### src/design/kscl_pkg.sv
// Shared types, key codes and constants for the keypad scan code lock.
package kscl_pkg;

    localparam int ENTRY_DIGITS = 11;
    localparam int BCD_W        = 4 * ENTRY_DIGITS;
    localparam int EXT_W        = BCD_W + 4;
    localparam int VALUE_W      = 37;
    localparam int FULL_W       = 40;
    localparam int OUT_DEPTH    = 8;
    localparam int OUT_AW       = $clog2(OUT_DEPTH);
    localparam int OUT_CW       = $clog2(OUT_DEPTH + 1);

    localparam logic [3:0] KEY_IDLE  = 4'd0;
    localparam logic [3:0] KEY_CLEAR = 4'd10;
    localparam logic [3:0] KEY_BACK  = 4'd11;
    localparam logic [3:0] KEY_OK    = 4'd12;
    localparam logic [3:0] KEY_NONE  = 4'd13;

    localparam logic [VALUE_W-1:0] SECRET_RESET = 37'd64340500065;

    typedef struct packed {
        logic [1:0]       row_drive;
        logic             key_event;
        logic [3:0]       key_code;
        logic [EXT_W-1:0] ext_bcd;
    } scan_item_t;

    typedef struct packed {
        logic [VALUE_W-1:0] entered_value;
        logic               led_on;
        logic [3:0]         key_code;
        logic               key_event;
        logic [1:0]         row_drive;
    } result_t;

    function automatic logic [3:0] decode_key(input logic [15:0] map);
        logic [3:0] key;
        case (map)
            16'h0001: key = 4'd7;
            16'h0002: key = 4'd4;
            16'h0004: key = 4'd1;
            16'h0008: key = 4'd0;
            16'h0010: key = 4'd8;
            16'h0020: key = 4'd5;
            16'h0040: key = 4'd2;
            16'h0100: key = 4'd9;
            16'h0200: key = 4'd6;
            16'h0400: key = 4'd3;
            16'h1000: key = KEY_CLEAR;
            16'h2000: key = KEY_BACK;
            16'h8000: key = KEY_OK;
            default:  key = KEY_NONE;
        endcase
        return key;
    endfunction

endpackage

### src/design/keypad_scan_code_lock.sv
// Keypad scan code lock: scans a 4x4 keypad and checks the decimal entry against a code.
// Throughput: one word per cycle while s_tready is high; a credit count over
// pipeline and result queue sets s_tready.
// Reset: row 0, empty key map, entry 0, LED off, code 64340500065, queue empty.
module keypad_scan_code_lock (
    input  logic        aclk,
    input  logic        aresetn,
    input  logic        cfg_we,
    input  logic [36:0] cfg_wdata,     // secret_code
    input  logic        s_tvalid,
    output logic        s_tready,
    input  logic [7:0]  s_tdata,       // [3:0] column_levels, [7:4] zero
    output logic        m_tvalid,
    input  logic        m_tready,
    output logic [47:0] m_tdata,       // [1:0] row_drive, [5:2] key_code, [6] led_on,
                                       // [43:7] entered_value, [47:44] zero
    output logic        m_tuser        // key_event
);

    logic [kscl_pkg::VALUE_W-1:0] secret_reg;
    logic [kscl_pkg::OUT_CW-1:0]  credit_reg, credit_next;
    logic                         s_acc, m_acc;
    logic                         item_valid;
    kscl_pkg::scan_item_t         item;
    logic                         res_valid;
    kscl_pkg::result_t            res;
    kscl_pkg::result_t            head;

    assign s_acc = s_tvalid && s_tready;
    assign m_acc = m_tvalid && m_tready;

    // count words in flight and queued so the queue never overflows
    always_comb begin
        credit_next = credit_reg + kscl_pkg::OUT_CW'(s_acc) - kscl_pkg::OUT_CW'(m_acc);
    end

    always_ff @(posedge aclk) begin
        if (!aresetn) begin
            secret_reg <= kscl_pkg::SECRET_RESET;
            credit_reg <= '0;
            s_tready   <= 1'b0;
        end else begin
            credit_reg <= credit_next;
            s_tready   <= (credit_next < kscl_pkg::OUT_CW'(kscl_pkg::OUT_DEPTH));
            if (cfg_we) begin
                secret_reg <= cfg_wdata;
            end
        end
    end

    kscl_scan u_scan (
        .aclk          (aclk),
        .aresetn       (aresetn),
        .in_valid      (s_acc),
        .column_levels (s_tdata[3:0]),
        .item_valid    (item_valid),
        .item          (item)
    );

    kscl_conv u_conv (
        .aclk        (aclk),
        .aresetn     (aresetn),
        .item_valid  (item_valid),
        .item        (item),
        .secret_code (secret_reg),
        .res_valid   (res_valid),
        .res         (res)
    );

    kscl_fifo u_fifo (
        .aclk     (aclk),
        .aresetn  (aresetn),
        .wr_en    (res_valid),
        .wr_data  (res),
        .rd_en    (m_acc),
        .rd_valid (m_tvalid),
        .rd_data  (head)
    );

    assign m_tdata = {4'h0, head.entered_value, head.led_on, head.key_code, head.row_drive};
    assign m_tuser = head.key_event;

endmodule

### src/design/kscl_scan.sv
// Row scan, pressed map, key decode and decimal entry held as BCD digits.
module kscl_scan (
    input  logic                 aclk,
    input  logic                 aresetn,
    input  logic                 in_valid,
    input  logic [3:0]           column_levels,
    output logic                 item_valid,
    output kscl_pkg::scan_item_t item
);

    logic [1:0]                    row_reg, row_next;
    logic [15:0]                   map_reg, map_next;
    logic [kscl_pkg::BCD_W-1:0]    bcd_reg, bcd_next;
    logic                          item_valid_reg;
    kscl_pkg::scan_item_t          item_reg;
    logic [3:0]                    pressed;
    logic [3:0]                    shift;
    logic                          press_edge;
    logic [3:0]                    key;
    logic [kscl_pkg::EXT_W-1:0]    ext;

    always_comb begin
        pressed    = ~column_levels;
        shift      = {row_reg, 2'b00};
        map_next   = (map_reg & ~(16'hF << shift)) | (16'(pressed) << shift);
        row_next   = row_reg + 2'd1;
        // the previous map equals the map before this word
        press_edge = (map_next != 16'd0) && (map_reg == 16'd0);
        key        = press_edge ? kscl_pkg::decode_key(map_next) : kscl_pkg::KEY_IDLE;
        ext        = {4'b0000, bcd_reg};
        if (press_edge) begin
            case (key)
                kscl_pkg::KEY_CLEAR: ext = '0;
                kscl_pkg::KEY_BACK:  ext = {8'h00, bcd_reg[kscl_pkg::BCD_W-1:4]};
                kscl_pkg::KEY_OK:    ext = {4'b0000, bcd_reg};
                kscl_pkg::KEY_NONE:  ext = {4'b0000, bcd_reg};
                default:             ext = {bcd_reg, key};
            endcase
        end
        // drop the digit beyond the entry length
        bcd_next = ext[kscl_pkg::BCD_W-1:0];
    end

    always_ff @(posedge aclk) begin
        if (!aresetn) begin
            row_reg        <= 2'd0;
            map_reg        <= 16'd0;
            bcd_reg        <= '0;
            item_valid_reg <= 1'b0;
        end else begin
            item_valid_reg <= in_valid;
            if (in_valid) begin
                row_reg  <= row_next;
                map_reg  <= map_next;
                bcd_reg  <= bcd_next;
                item_reg <= '{row_drive: row_next, key_event: press_edge,
                              key_code: key, ext_bcd: ext};
            end
        end
    end

    assign item_valid = item_valid_reg;
    assign item       = item_reg;

endmodule

### src/design/kscl_conv.sv
// BCD to binary conversion pipeline, code compare and LED update.
module kscl_conv (
    input  logic                          aclk,
    input  logic                          aresetn,
    input  logic                          item_valid,
    input  kscl_pkg::scan_item_t          item,
    input  logic [kscl_pkg::VALUE_W-1:0]  secret_code,
    output logic                          res_valid,
    output kscl_pkg::result_t             res
);

    function automatic logic [13:0] group_bin(input logic [15:0] d);
        logic [13:0] acc;
        acc = 14'(d[15:12]) * 14'd1000 + 14'(d[11:8]) * 14'd100
            + 14'(d[7:4]) * 14'd10 + 14'(d[3:0]);
        return acc;
    endfunction

    // first stage: four-digit groups
    logic        st1_valid_reg;
    logic [1:0]  st1_row_reg;
    logic        st1_event_reg;
    logic [3:0]  st1_key_reg;
    logic [13:0] st1_g0_reg, st1_g1_reg, st1_g2_reg;
    logic [3:0]  st1_top_reg;

    // second stage: entry value in binary
    logic                         st2_valid_reg;
    logic [1:0]                   st2_row_reg;
    logic                         st2_event_reg;
    logic [3:0]                   st2_key_reg;
    logic [kscl_pkg::VALUE_W-1:0] st2_low_reg;
    logic [3:0]                   st2_top_reg;

    logic                         led_reg, led_next;
    logic [kscl_pkg::FULL_W-1:0]  full;
    logic                         match;

    always_ff @(posedge aclk) begin
        if (!aresetn) begin
            st1_valid_reg <= 1'b0;
            st2_valid_reg <= 1'b0;
            led_reg       <= 1'b0;
        end else begin
            st1_valid_reg <= item_valid;
            st2_valid_reg <= st1_valid_reg;
            if (st2_valid_reg) begin
                led_reg <= led_next;
            end
            if (item_valid) begin
                st1_row_reg   <= item.row_drive;
                st1_event_reg <= item.key_event;
                st1_key_reg   <= item.key_code;
                st1_g0_reg    <= group_bin(item.ext_bcd[15:0]);
                st1_g1_reg    <= group_bin(item.ext_bcd[31:16]);
                st1_g2_reg    <= group_bin({4'h0, item.ext_bcd[43:32]});
                st1_top_reg   <= item.ext_bcd[47:44];
            end
            if (st1_valid_reg) begin
                st2_row_reg   <= st1_row_reg;
                st2_event_reg <= st1_event_reg;
                st2_key_reg   <= st1_key_reg;
                st2_low_reg   <= 37'(st1_g2_reg) * 37'd100000000
                               + 37'(st1_g1_reg) * 37'd10000 + 37'(st1_g0_reg);
                st2_top_reg   <= st1_top_reg;
            end
        end
    end

    always_comb begin
        // the compare sees the entry before the top digit is dropped
        full  = 40'(st2_low_reg) + 40'(st2_top_reg) * 40'd100000000000;
        match = (full == 40'(secret_code));
        led_next = led_reg;
        if (st2_event_reg) begin
            if (!match) begin
                led_next = 1'b0;
            end else if (st2_key_reg == kscl_pkg::KEY_OK) begin
                led_next = 1'b1;
            end
        end
    end

    assign res_valid = st2_valid_reg;
    assign res = '{entered_value: st2_low_reg, led_on: led_next, key_code: st2_key_reg,
                   key_event: st2_event_reg, row_drive: st2_row_reg};

endmodule

### src/design/kscl_fifo.sv
// Result queue between the conversion pipeline and the output channel.
module kscl_fifo (
    input  logic              aclk,
    input  logic              aresetn,
    input  logic              wr_en,
    input  kscl_pkg::result_t wr_data,
    input  logic              rd_en,
    output logic              rd_valid,
    output kscl_pkg::result_t rd_data
);

    kscl_pkg::result_t             mem [kscl_pkg::OUT_DEPTH];
    logic [kscl_pkg::OUT_AW-1:0]   wr_ptr_reg, rd_ptr_reg;
    logic [kscl_pkg::OUT_CW-1:0]   count_reg, count_next;

    always_comb begin
        count_next = count_reg + kscl_pkg::OUT_CW'(wr_en) - kscl_pkg::OUT_CW'(rd_en);
    end

    always_ff @(posedge aclk) begin
        if (wr_en) begin
            mem[wr_ptr_reg] <= wr_data;
        end
    end

    always_ff @(posedge aclk) begin
        if (!aresetn) begin
            wr_ptr_reg <= '0;
            rd_ptr_reg <= '0;
            count_reg  <= '0;
        end else begin
            count_reg <= count_next;
            if (wr_en) begin
                wr_ptr_reg <= wr_ptr_reg + 1'b1;
            end
            if (rd_en) begin
                rd_ptr_reg <= rd_ptr_reg + 1'b1;
            end
        end
    end

    assign rd_valid = (count_reg != '0);
    assign rd_data  = mem[rd_ptr_reg];

endmodule

### config.mk
export PLATFORM = sky130hd
export DESIGN_NAME = keypad_scan_code_lock
export DESIGN_NICKNAME = d
export VERILOG_FILES = /design/src/design/kscl_pkg.sv /design/src/design/keypad_scan_code_lock.sv /design/src/design/kscl_scan.sv /design/src/design/kscl_conv.sv /design/src/design/kscl_fifo.sv
export SDC_FILE = /design/constraint.sdc
export NUM_CORES = 1
export LEC_CHECK = 0
export BUFFER_PORTS_ARGS = -buffer_cell sky130_fd_sc_hd__buf_4
export CORE_ASPECT_RATIO = 1.2
export CORE_UTILIZATION = 58
export DETAILED_ROUTE_END_ITERATION = 16
export PLACE_DENSITY = 0.8
export SLEW_MARGIN = 20
export SYNTH_ARGS = -nofsm -noshare
export SYNTH_HDL_FRONTEND = slang
export SYNTH_HIERARCHICAL = 1
export SYNTH_SLANG_ARGS = --single-unit
export TNS_END_PERCENT = 1
### constraint.sdc
create_clock -name aclk -period 11.8 [get_ports aclk]
set_input_delay 0.59 -clock aclk [delete_from_list [all_inputs] [get_ports aclk]]
set_output_delay 0.59 -clock aclk [all_outputs]
set_load 0.02 [all_outputs]
# [Yosys cells after proc, flatten, opt, wreduce, memory -nomap -nowiden]
# Memory sizes are Yosys's and may differ from the RTL's. A register that Yosys moved wholly into a read port is not among the register bits.
# Index checks and enable logic that the tools add are counted.
# Widths: inputs -> output; s select.
[word_totals] wordCells=107 input_bits=50 mem_count=1 mem_bits_rw=360 out_inout_bits=51 reg_bits=274
[mem_list] memory="u_fifo.mem" words=8 word_bits=45 rd=1 rd_ports_with_merged_regs=1 wr=1 line_no="kscl_fifo.sv:12" text="kscl_pkg::result_t mem [kscl_pkg::OUT_DEPTH];"
[op_classes] multipliers=11 add_sub_neg=18 mux=11 shifts=2 bitwise_logic=4 reduce_logical=10 order_cmp=1 eq_ne=19
[ops] op="$pmux 48 s3" n=1
[ops] op="$pmux 4 s13" n=1
[ops] op="$mux 44" n=1
[ops] op="$add 14x4->14" n=3
[ops] op="$add 37x40->40" n=1
[ops] op="$eq 40x37->1" n=1
[ops] op="$add 37x14->37" n=1
[ops] op="$add 37x28->37" n=1
[ops] op="$mul 14x19->29 const B" n=1
[ops] op="$mul 4x26->29 const B" n=1
[ops] op="$add 14x11->14" n=2
[ops] op="$add 14x8->14" n=2
[ops] op="$mul 4x5->9 const B" n=3
[ops] op="$mul 14x10->24 const B" n=1
[ops] op="$mul 4x7->11 const B" n=2
[ops] op="$mul 4x3->7 const B" n=3
[ops] op="$eq 4x4->1 const B" n=5
[ops] op="$and 16x16->16" n=1
[ops] op="$eq 16x1->1 const B" n=1
[ops] op="$eq 16x10->1 const B" n=1
[ops] op="$eq 16x11->1 const B" n=1
[ops] op="$eq 16x13->1 const B" n=1
[ops] op="$eq 16x14->1 const B" n=1
[ops] op="$eq 16x16->1 const B" n=1
[ops] op="other kinds (27)" n=39

# [Depth between registers and ports, before layout]
# Gate-level depths: netlist of the first run.
[depth] ltp_word=11 ltp_mapped=30 ltp_nobuf=30

# [Modules after synthesis]
# Netlist of the first run, hierarchy kept.
[by_module_without_submodules] module="kscl_conv" seq_area_each_um2=3032.9 area_per_inst_um2=17840.9 instances=1 cells_per_inst=1882
[by_module_without_submodules] module="kscl_fifo" seq_area_each_um2=11070.6 area_per_inst_um2=14481.4 instances=1 cells_per_inst=587
[by_module_without_submodules] module="kscl_scan" seq_area_each_um2=2912.8 area_per_inst_um2=6374.9 instances=1 cells_per_inst=640
[by_module_without_submodules] module="keypad_scan_code_lock" seq_area_each_um2=840.8 area_per_inst_um2=1654.1 instances=1 cells_per_inst=153

# [Worst setup path before layout of the first run]
# No wires, ideal clock.
[synth_path] path_type="flip-flop to flip-flop" startpoint="reg u_conv.st1_g2_reg[3]" endpoint="reg u_conv/st2_low_reg[34] in the netlist's numbering (data pin)" path_stages_with_launch=28 required_ps=11533 n_path_buf=0 path_slack_ps=4981 setup_ps=267 t_arrival_ps=6553 synth_period_minus_slack_ps=6819 cell_sequence="edfxtp_1 > inv_1 > fa_1 > fa_1 > inv_1 > ha_1 > ha_1 > fa_1 > fa_1 > ha_1 > o21a_1 > o31a_1 > o21a_1 > o21a_1 > o21ai_0 > nand2b_1 > a21o_1 > a21oi_1 > xnor2_1 > ha_1 > ha_1 > and3_1 > a21oi_1 > inv_1 > o41a_1 > o21ai_0 > nor3b_1 > xor2_1"
[synth_via] elab_chain_cells=3
[synth_lines] element="from (decl)" line_no="kscl_conv.sv:24" text="logic [13:0] st1_g0_reg, st1_g1_reg, st1_g2_reg;"
[synth_lines] element="from (signal assigned)" line_no="kscl_conv.sv:56" text="st1_g2_reg <= group_bin({4'h0, item.ext_bcd[43:32]});"
[synth_lines] element="$mul 14x19->29" line_no="kscl_conv.sv:63" text="st2_low_reg <= 37'(st1_g2_reg) * 37'd100000000"
[synth_lines] element="$add 37x28->37" line_no="kscl_conv.sv:64" text="+ 37'(st1_g1_reg) * 37'd10000 + 37'(st1_g0_reg);"
[synth_lines] element="$add 37x14->37" line_no="kscl_conv.sv:64"
[synth_lines] element="to (signal assigned)" line_no="kscl_conv.sv:63"
[synth_lines] element="to (decl)" line_no="kscl_conv.sv:32" text="logic [kscl_pkg::VALUE_W-1:0] st2_low_reg;"
# Every way passes these cells.
# A chain may end at the register's enable or synchronous reset.

# [Worst setup path after layout of the first run]
# Same ends and word-level chain as after synthesis.

==> results of run 1 <==
[worst min-delay path: stages]
cell and delay [ps]:
buf_4 70, mux2i_1 50, nand2_1 50
[cell usage after synthesis (7+ instances only)]
cell type,instances,area (um2)
a211o_1,33,289
a211oi_1,19,143
a21boi_0,8,60.1
a21o_1,36,270
a21oi_1,126,631
a221o_1,25,250
a22oi_1,8,60.1
a31oi_1,26,163
a32oi_1,11,96.3
a41o_1,7,70.1
and2_1,57,357
and3_1,16,100
buf_1,11,41.3
buf_2,17,85.1
buf_4,13,97.6
buf_6,21,236
clkbuf_1,37,139
dfxtp_1,121,2420
edfxtp_1,514,15400
fa_1,156,3120
ha_1,392,4900
inv_1,395,1480
mux2_2,47,529
mux2i_1,51,510
mux4_1,90,2360
nand2_1,166,623
nand2b_1,29,181
nand3_1,39,195
nand4_1,17,106
nor2_1,176,661
nor2b_1,24,150
nor3_1,43,215
nor4_1,13,81.3
nor4b_1,28,245
o2111ai_1,11,96.3
o211ai_1,13,97.6
o21a_1,27,203
o21ai_0,82,410
o21ai_1,9,45.0
o21bai_1,14,105
o31ai_1,7,52.6
or3_1,11,68.8
xnor2_1,134,1170
xor2_1,47,412
[kinds of logic after synthesis]
logic type | count (synthesis)
AOI/OAI and AO/OA | 542
xor gates and xnor gates | 181
adders and majority gates | 548
buffers and inverters | 502
DFF | 635
muxes | 190
other | 1
and+or+nand+nor | 663
[worst paths after layout]
check                                       from                               end  slack (ps)  cells past startpoint
setup reg to reg  u_conv/st1_g2_reg[3]$_DFFE_PP_  u_conv/st2_low_reg[34]$_DFFE_PP_        4020                     27
setup / recovery  u_conv/st1_g2_reg[3]$_DFFE_PP_  u_conv/st2_low_reg[34]$_DFFE_PP_        4020                     27
hold reg to reg        u_scan/item[48]$_DFFE_PP_   u_conv/st1_key_reg[0]$_DFFE_PP_         420                      0
hold / removal                     cfg_wdata[35]       secret_reg[35]$_SDFFE_PN1P_         160                      3
[stage by stage]
| stage | util [%] | setup slack, ps |
|---|---|---|
| 2_1_floorplan | - | 4980 |
| 3_3_place_gp | 60.9 | 4190 |
| 3_5_place_dp | 60.9 | 4080 |
| 4_1_cts | 63.9 | 4030 |
| 5_1_grt | 63.9 | 3570 |
| 6_report | 63.9 | 4020 |
[final cells by class]
class                           instances  area, um2  area share [%]
Inverter                              397       1490            3.41
Clock inverter                         35        328           0.748
Clock buffer                           80       1710            3.90
Timing Repair Buffer                  114        863            1.97
Sequential cell                       635      17900            40.8
Tap cell                              909       1140            2.59
Multi-Input combinational cell       2128      20400            46.6
[power by group]
part           leakage [nW]  switching [mW]  total (mW)  internal, mW
Clock                 0.997           0.867        1.96          1.10
Sequential             5.59           0.151        3.12          2.97
Combinational          11.4            4.69        8.33          3.64
[layer usage]
layer  share of wire [%]  wire, um  global-route usage (%)
met5                   0         0                       0
met2                  53     47100                    46.9
met1                  39     35100                    30.0
met4                 3.5      3100                    9.05
met3                 4.4      3960                    2.71
==> results.cfg, run 1 <==
[outcome]
outcome = complete, no violations

[critical_path]
critical_path.endpoint_type = register
critPathSlowestCell = fa_1
cp_num_buf_inv = 3
cp_common_cell = ha_1
crit_required_ps = 12160
crit_start_category = register
arrival_ps = 8140
cp_max_stage_delay_ps = 550
worstSetupPathType = reg2reg
cpLargestDelayFamily = adder cells
worstPathMaxFanout = 6

[clocking]
buffer_cell_driving_the_clock_tree_root = clkbuf_16
cts.repair.resized = 0
clkLatencyLatePin_ps = 640
cts_setup_buffers = 0
cts_htree_levels = 2
clkTransAtPathRegs_ps = 70
tritoncts = built
longest_clk_path_bufs = 3
tritoncts_num_sinks = 635
postCtsHoldBufs = 0
cts_made_buffers = 61

[die]
io_pins = 101
die_height_um = 291
die_w_um = 243
fp.dieArea_mm2 = 0.0706
initial_utilization_pct = 58.8
placeableCoreArea_mm2 = 0.0686
std_cell_rows = 105

[synth]
post_synth_instance_area_mm2 = 0.0404
synth_cell_type_count = 107
synth.yosys.seq_area_share_pct = 44.3
yosys-mux-area-fraction_pct = 8.49
synth_flop_cell = edfxtp_1
simple_gate_share_of_the_synthesized_area_pct = 8.51
asyncSetResetFlopFracSynth_pct = 0
syn-mean-instance-area_um2 = 12.4
synthCells = 3262
ys_ff_latch = 635
synthAdderAreaFrac_pct = 19.9
syn_warnings = 6
synth-edff-count = 514
synth-xor-area-share_pct = 3.93
synth-compound-area-share_pct = 9.56
synth_top_family_by_area = adder cells

[cells_and_area]
drive_gt1_share_pct = 9.41
areaGrowthSynthToFinish_pct = 8.63
filler_cell_count = 5078
antenna-diode-count = 0
instances_no_fill = 4298
finalNetCount = 3935
largest_reg_flops = 360
top_library_cells_by_usage_in_the_layout_fill_and_taps_aside = edfxtp_1, inv_1, ha_1
layout.cells.most_common = edfxtp_1
finish.instance_area_mm2 = 0.0438

[timing]
total_count_of_max_transition_violations_in_the_final_report = 0
layout_worst_path_cycle_share_pct = 65.9
maxSlewHeadroom_pct = 26.2
worst_clock_skew_ps = 15.9
setup_tns_ps = 0
fin_worst_hold_slack_ps = 155
fmax_mhz = 129
finalSetupViolCount = 0
grt_setup_unrepaired = false
timing.final.hold_violations = 0
worst_pin_slew_ps = 1100
post-route-min-period_ps = 7780

[route]
ant_nets = 0
routed_wire_length_per_instance_um = 20.8
first_iteration_detailed_routing_drc_count = 1705
drc = 0
via_count_of_the_routed_design = 25600
totalWireLength_mm = 89.2
detailedRoute.firstPassIterationCount = 5
detail_route.vias_per_cell = 5.95

[global_route]
first_global_vias = 26000
grt_antenna_before_repair = 0
grt_first_pass_wirelength_mm = 140
overflow = 0
maximum_number_of_pins_on_one_net_before_global_route_repair = 63
grt_use_total_pct = 25.2

[power_and_ir_drop]
leakagePower_nw = 18.0
pwr_density_cell_mw_per_mm2 = 306
post-layout-total-power_mw = 13.4
vdd_ir_drop_max_mv = 0.493

[placement]
buffer_ports.inserted = 92
dpl_cell_area_mm2 = 0.0418
numPlacedInstances = 4182
detailedPlacementHpwl_mm = 62.6
gp_congestion = 0.933

[hold_path]
hold_class = in2reg

[job]
drv_cap = 0
No activity file was read; power rests on OpenSTA's default activity.
==> inputs of run 2 (changes only) <==
- PLACE_DENSITY: 0.8 -> 0.83
- clock period: 11.8 -> 6.75 ns (I/O delays scaled with it)
==> run 2 against run 1 <==
Compared with the run above: critical path depth down 2; global-route usage increased by 1.6 points; clock skew grew 13 ps; sequential cell count did not move; design area rose by 3.9%; via count is 4.6% higher; maximum frequency increased by 16%; cell count rose by 3.4%; sequential share of layout area fell by 1.5 points; worst hold slack got worse by 2.4 ps; non-clock buffer count is 142 higher; register-to-register slack worse by 4000 ps.
==> results.cfg, run 2 (synthesis gave the netlist of run 1 again) <==
[clocking]
clkLatencyLatePin_ps = 630
cts_htree_levels = 3
clkTransAtPathRegs_ps = 70
longest_clk_path_bufs = 3
tritoncts = built
buffer_cell_driving_the_clock_tree_root = clkbuf_16
tritoncts_num_sinks = 635
cts_made_buffers = 66

[cells_and_area]
largest_reg_flops = 360
finalNetCount = 4082
antenna-diode-count = 0
layout.cells.most_common = edfxtp_1
filler_cell_count = 4726
areaGrowthSynthToFinish_pct = 12.9
top_library_cells_by_usage_in_the_layout_fill_and_taps_aside = edfxtp_1, inv_1, ha_1
drive_gt1_share_pct = 13.6

[route]
detailedRoute.firstPassIterationCount = 5
routed_wire_length_per_instance_um = 21.4
totalWireLength_mm = 95.0
detail_route.vias_per_cell = 6.02
drc = 0
via_count_of_the_routed_design = 26800
ant_nets = 0
first_iteration_detailed_routing_drc_count = 2030

[timing]
worst_clock_skew_ps = 29.4
worst_pin_slew_ps = 1100
layout_worst_path_cycle_share_pct = 99.2
timing.final.hold_violations = 0
maxSlewHeadroom_pct = 26.5
post-route-min-period_ps = 6690
postLayoutSetupSlackWorst_ps = 57.2
finalSetupViolCount = 0
total_count_of_max_transition_violations_in_the_final_report = 0
grt_setup_unrepaired = true
fmax_mhz = 149

[global_route]
first_global_vias = 27700
maximum_number_of_pins_on_one_net_before_global_route_repair = 59
grt_first_pass_wirelength_mm = 148
grt_antenna_before_repair = 0
overflow = 0
grt_use_total_pct = 26.8

[critical_path]
worstPathMaxFanout = 5
r2r_slack_ps = 60
worstSetupPathType = reg2reg
crit_start_category = register
reg2reg_depth = 25
cp_common_cell = fa_1
critical_path.endpoint_type = register
critPathSlowestCell = fa_2
cp_max_stage_delay_ps = 550
crit_required_ps = 7100
r2r_start = u_conv/st1_g2_reg[2]$_DFFE_PP_
critical_path.reg2reg.endpoint = u_conv/st2_low_reg[35]$_DFFE_PP_
arrival_ps = 7040

[die]
io_pins = 101
std_cell_rows = 105
placeableCoreArea_mm2 = 0.0686
fp.dieArea_mm2 = 0.0706
die_height_um = 291
initial_utilization_pct = 58.8
die_w_um = 243

[placement]
buffer_ports.inserted = 92
detailedPlacementHpwl_mm = 64.2
place_ws_ps = -88.7
gp_congestion = 0.951

[hold_path]
hold_class = in2reg
timing.hold.worst_path_depth = 2
hold_crit_start = aresetn
worst_hold_path.endpoint = secret_reg[21]$_SDFFE_PN1P_

[outcome]
outcome = complete, no violations

[job]
drv_cap = 0
==> run 2: area by class of cell <==
cell class	instances	area [um2]	area share, %
tap	909	1140	2.50
inverter	397	1490	3.28
timing repair buffer	256	2030	4.46
clock inverter	42	519	1.14
multi-input combinational	2128	20800	45.7
sequential	635	17900	39.2
clock buffer	78	1710	3.75
==> run 2: through the flow <==
stage	cells	util (%)	hold slack [ps]	setup TNS (ps)	cell area, um2
2_1_floorplan	3265	-	400	0	40400
3_3_place_gp	4282	62.0	402	0	42500
3_5_place_dp	4282	62.0	405	-120	42500
4_1_cts	4440	65.9	131	0	45200
5_1_grt	4445	66.4	166	-585	45600
6_report	4445	66.4	153	0	45600
==> run 2: metal layers <==
| layer | global-route usage (%) | vias to the layer above | routed length (um) |
|---|---|---|---|
| met5 | 0 | - | 0 |
| met4 | 12.4 | 0 | 4660 |
| met3 | 3.52 | 256 | 5020 |
| met2 | 48.7 | 968 | 49300 |
| met1 | 31.3 | 13200 | 36000 |
| li1 | - | 12400 | - |
==> run 2: how the worst max path moves through the flow <==
stage / start / end / slack (ps) / depth (start not counted)
global placement: u_conv/st1_g2_reg[3]$_DFFE_PP_ / u_conv/st2_low_reg[36]$_DFFE_PP_ / 50 / 24
CTS: u_conv/st1_g2_reg[2]$_DFFE_PP_ / u_conv/st2_low_reg[35]$_DFFE_PP_ / 0.8 / 25
global route: u_conv/st1_g2_reg[2]$_DFFE_PP_ / u_conv/st2_low_reg[35]$_DFFE_PP_ / -170 / 23
finish: u_conv/st1_g2_reg[2]$_DFFE_PP_ / u_conv/st2_low_reg[35]$_DFFE_PP_ / 60 / 25
floorplan: u_conv/st1_g2_reg[3]$_DFFE_PP_ / u_conv/st2_low_reg[34]$_DFFE_PP_ / 30 / 27
detailed placement: u_conv/st1_g2_reg[2]$_DFFE_PP_ / u_conv/st2_low_reg[35]$_DFFE_PP_ / -90 / 27
==> run 2: what timing repair did <==
item                                   4_1_cts  5_1_grt
endpoints found under the hold margin       37        0
pin swaps                                    5       28
setup buffers                                1        4
setup endpoints to repair                    7       19
hold buffers                                37        0
resized for setup                           12       59
==> run 2: critical path: cells and delay by family, from the launching register on <==
| kind | cells | cell delay, ps |
|---|---|---|
| fa+ha+maj | 9 | 3920 |
| xor+xnor | 2 | 280 |
| flops | 1 | 410 |
| buf+inv | 4 | 250 |
| simple gates | 5 | 640 |
| compound gates | 5 | 920 |
Power of run 2 is not shown: default switching activity piles up to over one toggle a cycle in this logic, so the estimate is an artifact.
==> inputs of run 3 (changes only) <==
- RECOVER_POWER: unset -> 100
==> run 3 against run 2 <==
Compared with the run above: the flow now finishes with violations (capacitance limit, slew limit); critical path depth unchanged; via count down 0.22%; count of clock-buffer cells in the layout unchanged; sequential share of layout area up 0.22 points; critical path type unchanged; critical endpoint unchanged.
==> results.cfg, run 3 (synthesis gave the netlist of run 1 again) <==
[outcome]
outcome = finished with violations
failed_checks = capacitance limit, slew limit

[clocking]
longest_clk_path_bufs = 3
cts_htree_levels = 3
cts_made_buffers = 66
clkTransAtPathRegs_ps = 60
tritoncts_num_sinks = 635
clkLatencyLatePin_ps = 630
buffer_cell_driving_the_clock_tree_root = clkbuf_16
tritoncts = built

[timing]
post-route-min-period_ps = 6690
total_count_of_max_transition_violations_in_the_final_report = 725
maxSlewHeadroom_pct = -139
postLayoutSetupSlackWorst_ps = 61.7
finalSetupViolCount = 0
layout_worst_path_cycle_share_pct = 99.1
worst_clock_skew_ps = 29.2
timing.final.hold_violations = 0
fmax_mhz = 150
worst_pin_slew_ps = 3580
grt_setup_unrepaired = true

[critical_path]
cp_num_buf_inv = 4
arrival_ps = 7040
worstPathMaxFanout = 5
r2r_start = u_conv/st1_g2_reg[2]$_DFFE_PP_
critPathSlowestCell = fa_2
critical_path.endpoint_type = register
cpLargestDelayFamily = adder cells
cp_common_cell = fa_1
crit_required_ps = 7100
crit_start_category = register
worstSetupPathType = reg2reg
cp_max_stage_delay_ps = 550
startpoint = u_conv/st1_g2_reg[2]$_DFFE_PP_

[die]
std_cell_rows = 105
io_pins = 101
die_height_um = 291
placeableCoreArea_mm2 = 0.0686
die_w_um = 243
fp.dieArea_mm2 = 0.0706
initial_utilization_pct = 58.8

[global_route]
grt_antenna_before_repair = 0
first_global_vias = 27700
grt_use_total_pct = 26.8
overflow = 0
grt_first_pass_wirelength_mm = 148
maximum_number_of_pins_on_one_net_before_global_route_repair = 59

[placement]
dpl_cell_area_mm2 = 0.0425
numPlacedInstances = 4282
buffer_ports.inserted = 92
detailedPlacementHpwl_mm = 64.2
place_ws_ps = -88.7
gp_congestion = 0.951

[cells_and_area]
instances_no_fill = 4445
finish.utilization_pct = 66.0
top_library_cells_by_usage_in_the_layout_fill_and_taps_aside = edfxtp_1, inv_1, ha_1
filler_cell_count = 4796
finish.instance_area_mm2 = 0.0453
layout.cells.most_common = edfxtp_1
largest_reg_flops = 360
areaGrowthSynthToFinish_pct = 12.2
finalNetCount = 4082
drive_gt1_share_pct = 11.3
antenna-diode-count = 0

[route]
via_count_of_the_routed_design = 26700
totalWireLength_mm = 95.2
detailedRoute.firstPassIterationCount = 6
detail_route.vias_per_cell = 6.01
ant_nets = 0
routed_wire_length_per_instance_um = 21.4
first_iteration_detailed_routing_drc_count = 2012
drc = 0

[job]
drv_cap = 17

[hold_path]
hold_crit_start = s_tdata[2]
hold_class = in2reg
==> run 3: cell count changes in the layout (fill, tap and decap cells not counted), sizes merged <==
| cell | previous run | this run |
|---|---|---|
| clkbuf | 78 | 117 |
| buf | 219 | 180 |
| inv | 401 | 400 |
| clkinvlp | 5 | 6 |
==> run 3: worst paths after layout <==
kind	end	slack (ps)	depth (start not counted)
worst max-delay path	u_conv/st2_low_reg[35]$_DFFE_PP_	60	25
worst min-delay path	u_scan/map_reg[10]$_SDFFE_PN0P_	180	4
worst max register to register	u_conv/st2_low_reg[35]$_DFFE_PP_	60	25
worst min register to register	u_conv/st2_event_reg$_DFFE_PP_	420	0
==> run 3: stage by stage <==
step           hold slack [ps]  TNS (ps)
2_1_floorplan              400         0
3_3_place_gp               402         0
3_5_place_dp               405      -120
4_1_cts                    131         0
5_1_grt                    197      -585
6_report                   181         0
==> run 3: metal layers <==
| layer | wire, um | track usage, % | vias to the layer above |
|---|---|---|---|
| met1 | 35800 | 31.3 | 13100 |
| met2 | 49300 | 48.7 | 994 |
| li1 | - | - | 12400 |
| met3 | 5240 | 3.52 | 265 |
| met5 | 0 | 0 | - |
| met4 | 4840 | 12.4 | 0 |
==> run 3: worst reg2reg max path: cells and delay by family (launching register included) <==
kind                     cells  cell delay, ps
adder cells (fa/ha/maj)      9            3920
AO/OA/AOI/OAI                5             920
AND/OR/NAND/NOR              5             630
flip-flops                   1             410
XOR/XNOR                     2             280
buffers and inverters        4             250
==> run 3: layout make-up <==
class,count,area (um2),share of cell area (%)
tap,909,1140,2.51
timing repair buffer,256,1890,4.17
sequential,635,17900,39.4
clock buffer,78,1710,3.77
multi-input combinational,2128,20700,45.7
inverter,397,1490,3.29
clock inverter,42,519,1.15
==> run 3: repair_timing <==
action	4_1_cts	5_1_grt
pin swaps	5	28
hold buffers	37	0
buffers inserted	1	4
cloned	0	0
resized for setup	12	59
setup endpoints to repair	7	19
hold endpoints to repair	37	0
Power of run 3 is left out for the same reason.
